==> config.mk <==
export PLATFORM = sky130hd
export DESIGN_NAME = led_bit_pattern_sequencer
export DESIGN_NICKNAME = d
export VERILOG_FILES = /design/src/rtl/core/lbps_pkg.sv /design/src/rtl/core/led_bit_pattern_sequencer.sv
export SDC_FILE = /design/constraint.sdc
export NUM_CORES = 1
export LEC_CHECK = 0
export BUFFER_PORTS_ARGS = -buffer_cell sky130_fd_sc_hd__buf_4
export CORE_MARGIN = 5
export CORE_UTILIZATION = 34
export DETAILED_ROUTE_END_ITERATION = 8
export PLACE_DENSITY = 0.54
export SYNTH_ARGS = -nofsm -noshare
export SYNTH_HDL_FRONTEND = slang
export SYNTH_SLANG_ARGS = --single-unit
==> constraint.sdc <==
create_clock -name i_clk -period 3.63 [get_ports i_clk]
set_input_delay 0.363 -clock i_clk [delete_from_list [all_inputs] [get_ports i_clk]]
set_output_delay 0.363 -clock i_clk [all_outputs]
set_load 0.03 [all_outputs]
==> src/rtl/core/lbps_pkg.sv <==
// ----------------------------------------------------------------------------
// LED bit-pattern sequencer package
// Register indexes, field widths and the result record shared by the design.
// ----------------------------------------------------------------------------
package lbps_pkg;

    localparam int unsigned CFG_ADDR_W = 3;
    localparam int unsigned CFG_DATA_W = 8;
    localparam int unsigned CNT_W      = 8;
    localparam int unsigned STATE_W    = 8;
    localparam int unsigned IN_TDATA_W  = 8;
    localparam int unsigned OUT_TDATA_W = 16;

    // The low three bits of the bit index pick one of the eight pattern bits.
    localparam logic [CNT_W-1:0] BIT_SEL_MASK = 8'h07;

    typedef enum logic [CFG_ADDR_W-1:0] {
        REG_PATTERN           = 3'd0,
        REG_TICK_PERIOD       = 3'd1,
        REG_LAST_BIT_INDEX    = 3'd2,
        REG_HOLD_TICKS        = 3'd3,
        REG_BUZZER_ENABLE     = 3'd4,
        REG_NEXT_STATE        = 3'd5,
        REG_NEXT_STATE_ENABLE = 3'd6
    } t_reg_idx;

    typedef struct packed {
        logic [STATE_W-1:0] requested_state;
        logic               state_request;
        logic               buzzer_on;
        logic               red_led_on;
    } t_result;

endpackage

==> src/rtl/core/led_bit_pattern_sequencer.sv <==
// ----------------------------------------------------------------------------
// LED bit-pattern sequencer
// Steps an eight-bit pattern onto a red LED and a buzzer, one tick per item.
// ----------------------------------------------------------------------------
// Throughput: one tick per cycle while the skid entry is empty, set by the
// single state update path; the two-entry output buffer keeps input flowing
// through an output stall until the skid entry fills. Reset (synchronous,
// active low) clears all counters, the LED and buzzer levels, every
// configuration register and both buffers.
// ----------------------------------------------------------------------------
module led_bit_pattern_sequencer
    import lbps_pkg::*;
(
    input  logic                   i_clk,
    input  logic                   i_rst_n,

    // Configuration write port.
    input  logic                   i_cfg_wr_en,
    input  logic [CFG_ADDR_W-1:0]  i_cfg_addr,
    input  logic [CFG_DATA_W-1:0]  i_cfg_wdata,

    // Input stream.
    input  logic                   s_axis_tvalid,
    output logic                   s_axis_tready,
    input  logic [IN_TDATA_W-1:0]  s_axis_tdata,   // [0] tick, [7:1] zero

    // Output stream.
    output logic                   m_axis_tvalid,
    input  logic                   m_axis_tready,
    output logic [OUT_TDATA_W-1:0] m_axis_tdata    // [0] red_led_on, [1] buzzer_on,
                                                   // [2] state_request,
                                                   // [10:3] requested_state,
                                                   // [15:11] zero
);

    // ------------------------------------------------------------------
    // Configuration registers.
    // ------------------------------------------------------------------
    logic [CNT_W-1:0]   r_pattern;
    logic [CNT_W-1:0]   r_tick_period;
    logic [CNT_W-1:0]   r_last_bit_index;
    logic [CNT_W-1:0]   r_hold_ticks;
    logic               r_buzzer_enable;
    logic [STATE_W-1:0] r_next_state;
    logic               r_next_state_enable;

    always_ff @(posedge i_clk) begin
        if (!i_rst_n) begin
            r_pattern           <= '0;
            r_tick_period       <= '0;
            r_last_bit_index    <= '0;
            r_hold_ticks        <= '0;
            r_buzzer_enable     <= 1'b0;
            r_next_state        <= '0;
            r_next_state_enable <= 1'b0;
        end else if (i_cfg_wr_en) begin
            // Indexes past the register list are ignored.
            case (t_reg_idx'(i_cfg_addr))
                REG_PATTERN:           r_pattern           <= i_cfg_wdata;
                REG_TICK_PERIOD:       r_tick_period       <= i_cfg_wdata;
                REG_LAST_BIT_INDEX:    r_last_bit_index    <= i_cfg_wdata;
                REG_HOLD_TICKS:        r_hold_ticks        <= i_cfg_wdata;
                REG_BUZZER_ENABLE:     r_buzzer_enable     <= i_cfg_wdata[0];
                REG_NEXT_STATE:        r_next_state        <= i_cfg_wdata;
                REG_NEXT_STATE_ENABLE: r_next_state_enable <= i_cfg_wdata[0];
                default: ;
            endcase
        end
    end

    // ------------------------------------------------------------------
    // Sequencer state and its single-pass update.
    // ------------------------------------------------------------------
    logic [CNT_W-1:0] r_tick_count, n_tick_count;
    logic [CNT_W-1:0] r_bit_index,  n_bit_index;
    logic             r_seq_done,   n_seq_done;
    logic [CNT_W-1:0] r_hold_count, n_hold_count;
    logic             r_red_level,  n_red_level;
    logic             r_buzz_level, n_buzz_level;
    t_result          w_result;

    logic             w_accept;
    logic [2:0]       w_sel;
    logic             w_pattern_bit;

    assign w_accept      = s_axis_tvalid && s_axis_tready;
    assign w_sel         = 3'(r_bit_index & BIT_SEL_MASK);
    assign w_pattern_bit = r_pattern[w_sel];

    always_comb begin
        n_tick_count = r_tick_count;
        n_bit_index  = r_bit_index;
        n_seq_done   = r_seq_done;
        n_hold_count = r_hold_count;
        n_red_level  = r_red_level;
        n_buzz_level = r_buzz_level;
        w_result.state_request   = 1'b0;
        w_result.requested_state = '0;

        if (s_axis_tdata[0]) begin
            // The prescaler always counts; the compare uses its old value.
            n_tick_count = r_tick_count + 1'b1;

            if ((r_tick_count >= r_tick_period) && !r_seq_done) begin
                n_tick_count = '0;
                if (w_pattern_bit) begin
                    n_red_level = 1'b1;
                    if (r_buzzer_enable) begin
                        n_buzz_level = 1'b1;
                    end
                end else begin
                    // A clear bit silences the buzzer regardless of enable.
                    n_red_level  = 1'b0;
                    n_buzz_level = 1'b0;
                end
                n_bit_index = r_bit_index + 1'b1;
                if (r_bit_index >= r_last_bit_index) begin
                    n_bit_index = '0;
                    n_seq_done  = 1'b1;
                end
            end

            // The hold check also runs on the tick that ends the sequence.
            if (n_seq_done) begin
                n_hold_count = r_hold_count + 1'b1;
                if (r_hold_count >= r_hold_ticks) begin
                    // The buzzer keeps its level through the restart.
                    n_red_level  = 1'b0;
                    n_seq_done   = 1'b0;
                    n_hold_count = '0;
                    n_tick_count = '0;
                    n_bit_index  = '0;
                    if (r_next_state_enable) begin
                        w_result.state_request   = 1'b1;
                        w_result.requested_state = r_next_state;
                    end
                end
            end
        end

        w_result.red_led_on = n_red_level;
        w_result.buzzer_on  = n_buzz_level;
    end

    always_ff @(posedge i_clk) begin
        if (!i_rst_n) begin
            r_tick_count <= '0;
            r_bit_index  <= '0;
            r_seq_done   <= 1'b0;
            r_hold_count <= '0;
            r_red_level  <= 1'b0;
            r_buzz_level <= 1'b0;
        end else if (w_accept) begin
            r_tick_count <= n_tick_count;
            r_bit_index  <= n_bit_index;
            r_seq_done   <= n_seq_done;
            r_hold_count <= n_hold_count;
            r_red_level  <= n_red_level;
            r_buzz_level <= n_buzz_level;
        end
    end

    // ------------------------------------------------------------------
    // Output register plus skid stage. The input side stalls only when the
    // skid entry is occupied, so a stall on the output does not stop ticks
    // from being transferred in until the skid entry fills.
    // ------------------------------------------------------------------
    t_result r_out;
    logic    r_out_valid;
    t_result r_skid;
    logic    r_skid_valid;
    logic    w_out_fire;

    assign w_out_fire    = r_out_valid && m_axis_tready;
    assign s_axis_tready = !r_skid_valid;

    always_ff @(posedge i_clk) begin
        if (!i_rst_n) begin
            r_out_valid  <= 1'b0;
            r_skid_valid <= 1'b0;
        end else begin
            if (w_out_fire) begin
                if (r_skid_valid) begin
                    r_out        <= r_skid;
                    r_skid_valid <= 1'b0;
                end else if (w_accept) begin
                    r_out <= w_result;
                end else begin
                    r_out_valid <= 1'b0;
                end
            end else if (!r_out_valid) begin
                if (w_accept) begin
                    r_out       <= w_result;
                    r_out_valid <= 1'b1;
                end
            end else if (w_accept) begin
                r_skid       <= w_result;
                r_skid_valid <= 1'b1;
            end
        end
    end

    assign m_axis_tvalid = r_out_valid;
    assign m_axis_tdata  = OUT_TDATA_W'(r_out);

    // ------------------------------------------------------------------
    // Assertions.
    // ------------------------------------------------------------------
    // The skid entry is only ever filled behind a held output entry.
    a_skid_behind_out: assert property (@(posedge i_clk) disable iff (!i_rst_n)
        r_skid_valid |-> r_out_valid)
        else $error("skid entry valid while output entry empty");

    // A restart request always comes with the red LED switched off.
    a_req_led_off: assert property (@(posedge i_clk) disable iff (!i_rst_n)
        (m_axis_tvalid && m_axis_tdata[2]) |-> !m_axis_tdata[0])
        else $error("state request with red LED on");

    // Without a request the requested state reads as zero.
    a_no_req_zero: assert property (@(posedge i_clk) disable iff (!i_rst_n)
        (m_axis_tvalid && !m_axis_tdata[2]) |-> (m_axis_tdata[10:3] == '0))
        else $error("requested state nonzero without request");

    // An idle tick leaves the sequencer state untouched.
    a_idle_tick: assert property (@(posedge i_clk) disable iff (!i_rst_n)
        (w_accept && !s_axis_tdata[0]) |=>
            ($stable(r_tick_count) && $stable(r_bit_index) && $stable(r_hold_count)))
        else $error("idle tick changed sequencer state");

endmodule
Yosys cells after proc, flatten, opt, wreduce, memory -nomap -nowiden
Cells that the tools add are included.

Muxes and demuxes: 37. Div/mod/pow operators: 0. $mul: 0. Shifts and indexed selects: 0. Reductions and logical operators: 20. Bitwise operators: 2. Order comparisons: 4. $add $sub $neg: 3. Equality and inequality tests: 9.

Operators with widths (number): $mux 8 (8); $mux 11 (4); $mux 9 (4); $add 8x1->8 const B (3); $ge 8x8->1 (3); $reduce_and 2->1 (11); $mux 1 (20); $eq 3x3->1 const B (3); $eq 3x2->1 const B (2); $lt 3x4->1 const B (1); $ne 2x2->1 const B (2); $reduce_and 4->1 (1); $bmux 1 s3 (1); $eq 3x1->1 const B (1); $logic_and 1x1->1 (3); $logic_not 3->1 (1); $reduce_and 3->1 (1); $logic_not 1->1 (2); $ne 2x1->1 const B (1); $not 1->1 (2); $reduce_or 2->1 (1).

RAM bits: 0. Memory bits (read-only): 0. Bits of input ports: 24. Register bits after elaboration: 93. Logic and storage cells: 98. Latch bits: 0. Output and inout bits: 18. Memories: 0.

Logic depth before layout (Yosys ltp)
Gate-level depths: netlist of the first run.

Word-level depth: 10. Gate-level depth with buffers: 9.

Worst setup path after synthesis of the first run
No wires, ideal clock.

Path type: flip-flop to flip-flop. From: register r_tick_count[0]. To: register r_skid[10] (netlist name), data pin. Path slack: 1.362 ns. Library setup time: 0.255 ns. Stages on the path, launching flop included: 10. Arrival: 2.014 ns. Period minus slack after synthesis: 2.268 ns. Path through: dfxtp_1 inv_1 ha_1 nand2b_1 a2111o_1 a311oi_4 or4_1 buf_4 inv_4 and2_1.

RTL lines: start, declared (line led_bit_pattern_sequencer.sv:74) `logic [CNT_W-1:0] r_tick_count, n_tick_count;`; start signal, assigned (line led_bit_pattern_sequencer.sv:154) `r_tick_count <= n_tick_count;`; end signal, assigned (line led_bit_pattern_sequencer.sv:197) `r_skid <= w_result;`; end, declared (line led_bit_pattern_sequencer.sv:170) `t_result r_skid;`.

==> impl_results.md, run 1 <==
* Top_reg_cell synth: dfxtp_1
* Post-CTS sizing at 0
* DRT Pass-1 Iters at 4
* Reg2reg setup slack at 0.97 ns
* Endpoints failing hold at 0
* Register area share after synthesis at 0.426
* CTS tree: yes
* Routed Wire Length at 12.4 mm
* Final core utilization at 0.401
* P per Cell Area at 441 nW/um^2
* Setup Skew at 0.00501 ns
* Iter 0 DRT Violations at 229
* Ordered list of cells on the worst path: ha_1, a211oi_1, o21ai_0, a211oi_2, buf_4, or4_1, inv_4, and2_1
* Storage element area at 2080 sq um
* Num CTS Buffers at 9
* Post-route insts no fill at 793
* Layout cells sized above 1 at 0.106
* Internal at 1860 uW
* Final setup vio count at 0
* Gate Count Post-Synth at 585
* Clk_lat worst skew at 0.35 ns
* Buf+Inv Stages, Crit Path at 2
* Hold Crit Start: m_axis_tready
* Max-slew violation count at 0
* Root Buffer: clkbuf_16
* First-pass GRT wire length at 20.5 mm
* # IOs at 42
* Switching Fraction at 0.248
* Syn Area/Cell at 8.35 sq um
* Relative slew slack at 0.359
* Fill cell count at 1,433
* CTS max path bufs at 2
* Syn. warnings at 0
* Ant. Diodes at 0
* Async S/R FF share, synth at 0
* CP delay by family, top: compound AO/OA/AOI/OAI gates
* Routed len/inst at 15.7 um
* Comb pwr share at 0.108
* Worst R2R Start: r_bit_index[2]
* CP endpoint kind: register
* Clock Power Share at 0.446
* H-tree lvl count at 3
* Max Cap Viol at 0
* Commonest non-fill, non-tap cell in the layout: nand2_1
* Reg2reg path depth at 8
* Status: complete, no violations
* Multi-input logic area at 2550 sq um
* Die W at 130 um
* Core box area at 14,000 sq um
* EDFF count, synth at 22
* Slowest CP cell: dfxtp_1
* Mapped Area at 4890 sq um
* Critical path peak fanout at 10
* Global Route Usage Sum at 0.154
* Commonest cells after routing, fill and taps aside: nand2_1, dfxtp_1, a21oi_1
* Reg clk slew, reported paths at 0.07 ns
* ANT nets after route at 0
* Leakage at 0.00199 uW
* # clock sinks at 93
* Setup TNS at 0 ns
* DRC viols at 0
* Placed insts at 777
* # port buffers at 29
* Largest net degree at the start of global routing at 35
* Synth Register Bits at 93
* Post-synth cell types at 52
* Net Sw Power at 614 uW
* Hpwl dp at 8.97 mm
* Gpl congestion at 0.833
* Clock period minus worst slack at 2.66 ns
* Part of the power in registers at 0.446
* Fin crit share at 0.732
* CP Launch Type: register
* Worst hold path class: input pin to register
* Vias per cell at 5.29
* Critical Path AT at 2.76 ns
* Initial core utilization at 0.349
* WP data required at 3.73 ns
* Post-CTS Setup Repair Bufs at 0
* CP peak stage delay at 0.51 ns
* Max Clk Rate at 377 MHz
* Cts hold-fix bufs at 0
* Hold path depth at 2
* Via count at 4,198
* Syn-to-layout area delta at 14.9%
* Peak VDD IR at 0.000208 V
* Initial antenna violation count at 0
* NumNets Final at 659
* Gr ovfl total at 0
* Vias in the first global route at 4,058
* Die H at 130 um
* Full die area at 16,900 sq um
* Reg-to-Reg End: r_skid[3]
* RSZ-0062 raised after global routing: false
* Hold path endpoint: r_skid_valid
* WS Path Type: register to register
* Std-Cell Rows at 43
* Worst slew pin tran at 0.953 ns
==> final cells by class <==
type,instances,share of cell area
multi-input combinational,433,0.454
tap,180,0.0401
sequential,93,0.371
timing repair buffer,38,0.0508
clock inverter,6,0.0194
clock buffer,10,0.0426
inverter,33,0.0225
==> worst max path at each step <==
stage,depth (start not counted),from,end,slack (ns)
after floorplan,9,r_tick_count[0],r_skid[10],1.36
after global placement,8,r_bit_index[2],r_skid[9],0.96
after detailed placement,8,r_bit_index[2],r_skid[10],0.93
after CTS,8,r_bit_index[2],r_skid[3],0.91
after global routing,8,r_bit_index[2],r_skid[8],0.78
final,8,r_bit_index[2],r_skid[3],0.97
==> flip-flops by register name (all words and copies together), names as in the netlist, 8 cells and up <==
| name | count |
|---|---|
| r_hold_ticks | 8 |
| r_bit_index | 8 |
| r_skid | 11 |
| r_next_state | 8 |
| m_axis_tdata | 11 |
| r_tick_period | 8 |
| r_hold_count | 8 |
| r_tick_count | 8 |
| r_pattern | 8 |
| r_last_bit_index | 8 |
==> logic make-up after synthesis <==
family | count (synthesis) | synth area share
simple gates | 242 | 0.222
other cells | 1 | 0.000768
compound gates | 154 | 0.211
fa+ha+maj | 27 | 0.0691
flops | 93 | 0.426
mux | 5 | 0.0154
buf+inv | 63 | 0.0556
==> power groups by stage <==
| stage | Combinational, uW | Sequential (uW) | Clock, uW |
|---|---|---|---|
| detailed placement | 269 | 1130 | 0 |
| global placement | 267 | 1130 | 0 |
| floorplan | 156 | 1150 | 0 |
| global route | 296 | 1110 | 1180 |
| finish | 268 | 1110 | 1100 |
| CTS | 270 | 1110 | 1130 |
==> per-stage QoR <==
stage / hold WS [ns] / total power (uW) / setup slack, ns / area [sq um]
global route: 0.211 / 2580 / 0.776 / 5610
global placement: 0.440 / 1390 / 0.955 / 5270
detailed placement: 0.451 / 1400 / 0.931 / 5270
finish: 0.209 / 2480 / 0.974 / 5610
floorplan: 0.433 / 1300 / 1.36 / 4900
CTS: 0.198 / 2510 / 0.913 / 5610
==> routing by layer <==
| metal | global-route usage | up-vias | part of all wire |
|---|---|---|---|
| met2 | 0.245 | 86 | 0.46 |
| li1 | - | 2127 | - |
| met4 | 0.0623 | 0 | 0.016 |
| met1 | 0.208 | 1973 | 0.48 |
| met3 | 0.0274 | 12 | 0.043 |
| met5 | 0 | - | 0 |
==> synth_stat cells (2+ instances only) <==
master	number	area share
mux4_2	2	0.0092
nand4_1	3	0.0038
buf_2	2	0.0020
buf_1	4	0.0031
a31oi_2	2	0.0051
nor2_1	21	0.016
nand3_1	20	0.020
a211oi_1	10	0.015
o21ai_1	2	0.0020
a31oi_1	4	0.0051
nand2b_1	5	0.0064
dfxtp_1	71	0.29
o31ai_1	10	0.015
inv_1	32	0.025
and2_1	10	0.013
a32oi_1	3	0.0054
nor3_1	14	0.014
a21o_1	2	0.0031
or2_2	3	0.0038
o22ai_1	2	0.0026
and3_1	7	0.0090
nor4_1	3	0.0038
a21oi_1	56	0.057
o21ai_0	16	0.016
nor2b_1	7	0.0090
clkbuf_1	16	0.012
o21a_1	2	0.0031
or4_1	6	0.0092
nand2_1	139	0.11
o22a_1	9	0.016
o2111ai_1	6	0.011
o21bai_1	3	0.0046
mux2i_1	3	0.0061
buf_4	8	0.012
ha_1	27	0.069
o211ai_1	18	0.028
edfxtp_1	22	0.14
Power figures use the tool's default switching activity.
==> inputs of run 2 (changes only) <==
--- a/config.mk
+++ b/config.mk
@@ -5,6 +5,7 @@
 export SDC_FILE = /design/constraint.sdc
 export NUM_CORES = 1
 export LEC_CHECK = 0
+export ABC_AREA = 1
 export BUFFER_PORTS_ARGS = -buffer_cell sky130_fd_sc_hd__buf_4
 export CORE_MARGIN = 5
 export CORE_UTILIZATION = 34
==> constraint.sdc (replaced) <==
create_clock -name i_clk -period 2.5 [get_ports i_clk]
set_input_delay 0.25 -clock i_clk [delete_from_list [all_inputs] [get_ports i_clk]]
set_output_delay 0.25 -clock i_clk [all_outputs]
set_load 0.03 [all_outputs]
==> run 2 against run 1 <==
Effect of this change: cell count increased by 2.3%; critical path depth rose by 6; highest routed layer unchanged; global-route usage decreased by 1.7 points; critical endpoint is now m_axis_tdata[7]; worst hold slack lost 0.0087 ns; largest power group unchanged; sequential power rose by 46%; synthesized cell count grew 1.7%; worst setup slack worse by 0.48 ns; via count fell by 8.5%; non-clock buffer count fell by 2; flip-flop and latch count is the same.
==> impl_results.md, run 2 <==
* Status: complete, no violations
* Critical path peak fanout at 9
* Clk_lat worst skew at 0.34 ns
* Core box area at 13,800 sq um
* Peak VDD IR at 0.000297 V
* Commonest cells after routing, fill and taps aside: nand2_1, inv_1, nor2_1
* Mapped Area at 4750 sq um
* RSZ-0062 raised after global routing: false
* Reg-to-Reg End: m_axis_tdata[7]
* Crit path top cell by count: nand2_1
* Num CTS Buffers at 9
* Dpl ws at 0.477 ns
* Area leader, netlist: dfxtp_1
* Post-CTS sizing at 0
* Gate Count Post-Synth at 595
* Most frequent cell after synthesis: nand2_1
* Post-synth cell types at 39
* Vias per cell at 4.74
* Layout cells sized above 1 at 0.138
* Gr ovfl total at 0
* Hpwl dp at 7.68 mm
* Die W at 128 um
* Max Cap Viol at 0
* Hold path depth at 4
* Synth top area cells: dfxtp_1, edfxtp_1, nand2_1
* CP Launch Type: register
* Post-route insts no fill at 811
* Full die area at 16,400 sq um
* Total power at 3460 uW
* Commonest cells in the netlist: nand2_1, inv_1, nor2_1
* Commonest non-fill, non-tap cell in the layout: nand2_1
* Top sig layer: met4
* DRT Pass-1 Iters at 4
* Initial antenna violation count at 0
* Reg2reg path depth at 14
* Critical Path AT at 2.20 ns
* Leakage at 0.00236 uW
* Final worst slack at 0.492 ns
* WS Path Type: register to register
* Top_reg_cell synth: dfxtp_1
* Syn. warnings at 0
* Async S/R FF share, synth at 0
* WP data required at 2.69 ns
* Synth Register Bits at 93
* H-tree lvl count at 3
* Global Route Usage Sum at 0.136
* Std-Cell Rows at 43
* Routed Wire Length at 10.7 mm
* Worst slew pin tran at 0.590 ns
* DRC viols at 0
* Synth top area share at 0.299
* Routed len/inst at 13.2 um
* Via count at 3,842
* Relative slew slack at 0.606
* Initial core utilization at 0.345
* Cts hold-fix bufs at 0
* CTS max path bufs at 2
* Hold slack at 0.200 ns
* Setup Skew at 0.00457 ns
* Post-CTS Setup Repair Bufs at 0
* Fin crit share at 0.803
* Clock period minus worst slack at 2.01 ns
* Syn-to-layout area delta at 14.9%
* Setup TNS at 0 ns
* Register area share after synthesis at 0.438
* Placed insts at 795
* NumNets Final at 677
* Ordered list of cells on the worst path: inv_1, ha_1, nand2_1, nand3b_1, nand2_1, nand2_1, nand2_1, nand2_1, nand2_2, nand2_4, nand2_8, nor2_8, nand2_1, a22oi_2
* Buf+Inv Stages, Crit Path at 1
* CP peak stage delay at 0.33 ns
* Root Buffer: clkbuf_16
* Largest net degree at the start of global routing at 48
* EDFF count, synth at 22
* Reg clk slew, reported paths at 0.07 ns
* # port buffers at 29
* Iter 0 DRT Violations at 258
* P per Cell Area at 633 nW/um^2
* CP endpoint kind: register
* Syn Area/Cell at 7.98 sq um
* Metal3 WL at 421 um
* WL met2 at 5.02 mm
* Max-slew violation count at 0
* # clock sinks at 93
* First-pass GRT wire length at 18.0 mm
* Met1 WL at 5.08 mm
* Worst R2R Start: r_bit_index[0]
* Slowest CP cell: dfxtp_1
* Vias in the first global route at 3,732
* ANT nets after route at 0
* Hold path endpoint: r_skid_valid
* CTS tree: yes
* CP delay by family, top: simple AND/OR/NAND/NOR gates
* Worst hold path class: input pin to register
* Hold Crit Start: m_axis_tready
* Final setup vio count at 0
* # IOs at 42
* Die H at 128 um
* Gpl congestion at 0.796
* Max Clk Rate at 498 MHz
* Reg2reg setup slack at 0.49 ns
* Ant. Diodes at 0
* Endpoints failing hold at 0
## run 2: logic make-up after synthesis
group                      Yosys count  synth area share
and+or+nand+nor                    238             0.231
AOI/OAI and AO/OA                  124             0.149
buffers and inverters               98            0.0840
DFF                                 93             0.438
adders and majority gates           27            0.0711
xor gates and xnor gates            14            0.0258
other                                1          0.000790
## run 2: worst max path at each step
stage	start	to	slack [ns]	depth (start not counted)
6_report	r_bit_index[0]	m_axis_tdata[7]	0.49	14
5_1_grt	r_bit_index[0]	m_axis_tdata[7]	0.30	14
4_1_cts	r_bit_index[0]	m_axis_tdata[7]	0.46	14
3_5_place_dp	r_bit_index[0]	m_axis_tdata[7]	0.48	14
3_3_place_gp	r_tick_count[5]	m_axis_tdata[1]	0.53	11
2_1_floorplan	r_skid_valid	r_skid[0]	0.62	6
## run 2: metal layers
metal / vias to the layer above / global-route usage
met1: 1780 / 0.177
met3: 12 / 0.0367
met2: 64 / 0.225
met5: - / 0
met4: 0 / 0.0343
li1: 1986 / -
## run 2: per-stage QoR
stage / area (sq um) / util
final: 5460 / 0.396
after global routing: 5460 / 0.396
after CTS: 5460 / 0.396
after detailed placement: 5160 / 0.374
after global placement: 5160 / 0.374
after floorplan: 4760 / -
## run 2: final cells by class
| cell class | instances | area, sq um |
|---|---|---|
| Tap cell | 180 | 225 |
| Fill cell | 1447 | 8310 |
| Sequential cell | 93 | 2080 |
| Inverter | 78 | 295 |
| Timing Repair Buffer | 36 | 270 |
| Clock inverter | 6 | 70.1 |
| Multi-Input combinational cell | 408 | 2280 |
| Clock buffer | 10 | 233 |
## run 2: tightest hold or removal path: stages
cell	delay [ns]
buf_4	0.08
nand2_1	0.06
nand2_1	0.07
a21oi_1	0.04
## run 2: power by group
| group | leakage [uW] | internal, uW | switching [uW] |
|---|---|---|---|
| logic | 0.00144 | 139 | 300 |
| clock network | 0.000151 | 798 | 604 |
| registers | 0.000773 | 1590 | 23.1 |
| total | 0.00236 | 2530 | 927 |
==> inputs of run 3 (changes only) <==
--- a/config.mk
+++ b/config.mk
@@ -5,7 +5,7 @@
 export SDC_FILE = /design/constraint.sdc
 export NUM_CORES = 1
 export LEC_CHECK = 0
-export ABC_AREA = 1
+export ABC_AREA = 0
 export BUFFER_PORTS_ARGS = -buffer_cell sky130_fd_sc_hd__buf_4
 export CORE_MARGIN = 5
 export CORE_UTILIZATION = 34
==> constraint.sdc (replaced) <==
create_clock -name i_clk -period 2.05 [get_ports i_clk]
set_input_delay 0.205 -clock i_clk [delete_from_list [all_inputs] [get_ports i_clk]]
set_output_delay 0.205 -clock i_clk [all_outputs]
set_load 0.03 [all_outputs]
==> run 3 against run 2 <==
Effect of this change: critical endpoint is now r_bit_index[3]; die area rose by 2.6%; sequential share of layout area fell by 6.7 points; clock power rose by 26%; clock-buffer cell count did not move; combinational power rose by 63%; utilization rose by 7.9 points; the flow now finishes with violations (negative setup slack); non-clock buffer count rose by 70; fmax fell by 11%; final area rose by 22%.
==> impl_results.md, run 3 (same netlist as run 1, synthesis figures left out) <==
* Max Cap Viol at 0
* Gpl congestion at 0.811
* Hold slack at 0.0557 ns
* Die W at 130 um
* Fin crit share at 1.10
* Iter 0 DRT Violations at 195
* Critical path peak fanout at 5
* Final worst slack at -0.215 ns
* First-pass GRT wire length at 22.8 mm
* Reg clk slew, reported paths at 0.07 ns
* WP data required at 2.32 ns
* Core box area at 14,000 sq um
* Initial antenna violation count at 0
* Initial core utilization at 0.349
* Max Clk Rate at 441 MHz
* Worst slew pin tran at 0.726 ns
* Largest net degree at the start of global routing at 34
* WS Path Type: register to register
* DRT Pass-1 Iters at 4
* Final core utilization at 0.476
* Commonest non-fill, non-tap cell in the layout: nand2_1
* Layout cells sized above 1 at 0.299
* Syn-to-layout area delta at 36.2%
* Routed Wire Length at 14.0 mm
* Root Buffer: clkbuf_16
* CTS max path bufs at 2
* Hold Crit Start: m_axis_tready
* DRC viols at 0
* Clk_lat worst skew at 0.35 ns
* Gr ovfl total at 0
* CP Launch Type: register
* # clock sinks at 93
* ANT nets after route at 0
* Fill cell count at 1,372
* Worst R2R Start: r_tick_count[0]
* Failing checks: negative setup slack
* NumNets Final at 728
* CTS tree: yes
* Clock period minus worst slack at 2.27 ns
* Global Route Usage Sum at 0.173
* Hpwl dp at 9.74 mm
* CP endpoint kind: register
* Leakage at 0.00245 uW
* Peak VDD IR at 0.000386 V
* Vias in the first global route at 4,444
* RSZ-0062 raised after global routing: true
* Ant. Diodes at 0
* Status: complete, but fails checks
* H-tree lvl count at 3
* P per Cell Area at 667 nW/um^2
* Dpl ws at -0.258 ns
* Endpoints failing hold at 0
* Max-slew violation count at 0
* Worst hold path class: input pin to register
* Routed len/inst at 16.3 um
* Num CTS Buffers at 9
* # port buffers at 29
* Die H at 130 um
* Setup Skew at 0.00642 ns
* Critical Path AT at 2.54 ns
* Std-Cell Rows at 43
* Full die area at 16,900 sq um
* # IOs at 42
* Worst Setup SP: r_tick_count[0]
* Vias per cell at 5.29
* Relative slew slack at 0.513
* Commonest cells after routing, fill and taps aside: nand2_1, buf_4, dfxtp_1
* Final setup vio count at 45
* Via count at 4,558
==> run 3: critical path, cell delays in order, from the launching register on <==
cell	delay, ns
dfxtp_2	0.33
inv_2	0.05
ha_4	0.25
nand2b_4	0.10
a2111o_1	0.22
buf_6	0.13
a31oi_4	0.11
buf_12	0.16
buf_6	0.11
or4_4	0.52
a211oi_2	0.20
==> run 3: worst paths after layout <==
check	end	slack [ns]	cells after the start
setup / recovery	r_bit_index[3]	-0.22	10
hold / removal	r_skid_valid	0.06	2
setup reg to reg	r_bit_index[3]	-0.22	10
hold reg to reg	r_hold_ticks[5]	0.46	2
==> run 3: layer usage <==
metal	wire length, um	GRT usage
met5	0	0
met3	654	0.0266
met1	6440	0.234
met4	275	0.0642
met2	6680	0.278
==> run 3: power by group <==
part	switching [uW]	internal (uW)	total, uW
clock	780	988	1770
combinational	413	304	717
sequential	30.9	1930	1960
==> run 3: per-stage QoR <==
step                      instances  TNS [ns]  power [uW]  instance area (sq um)
after floorplan                 589     -1.88        2310                   4910
after global placement          824     -6.32        2520                   5620
after detailed placement        824     -8.46        2540                   5620
after CTS                       853     -5.62        4380                   6320
after global routing            862     -7.16        4620                   6660
final                           862     -4.60        4440                   6660
==> run 3: layout make-up <==
type,count,area [sq um],share of cell area
clock buffers,10,239,0.0359
flip-flops and latches,93,2090,0.314
inverters,33,131,0.0197
clock inverters,6,71.3,0.0107
multi-input cells,433,2960,0.444
well taps,180,225,0.0338
repair inverters,1,11.3,0.00169
repair buffers,106,931,0.140
==> run 3: repair_timing <==
action | in CTS | in global routing
buffers inserted | 10 | 10
setup endpoints to repair | 48 | 49
gates resized for setup | 66 | 57
hold buffers | 0 | 0
pin swaps | 22 | 36
gates cloned | 3 | 1
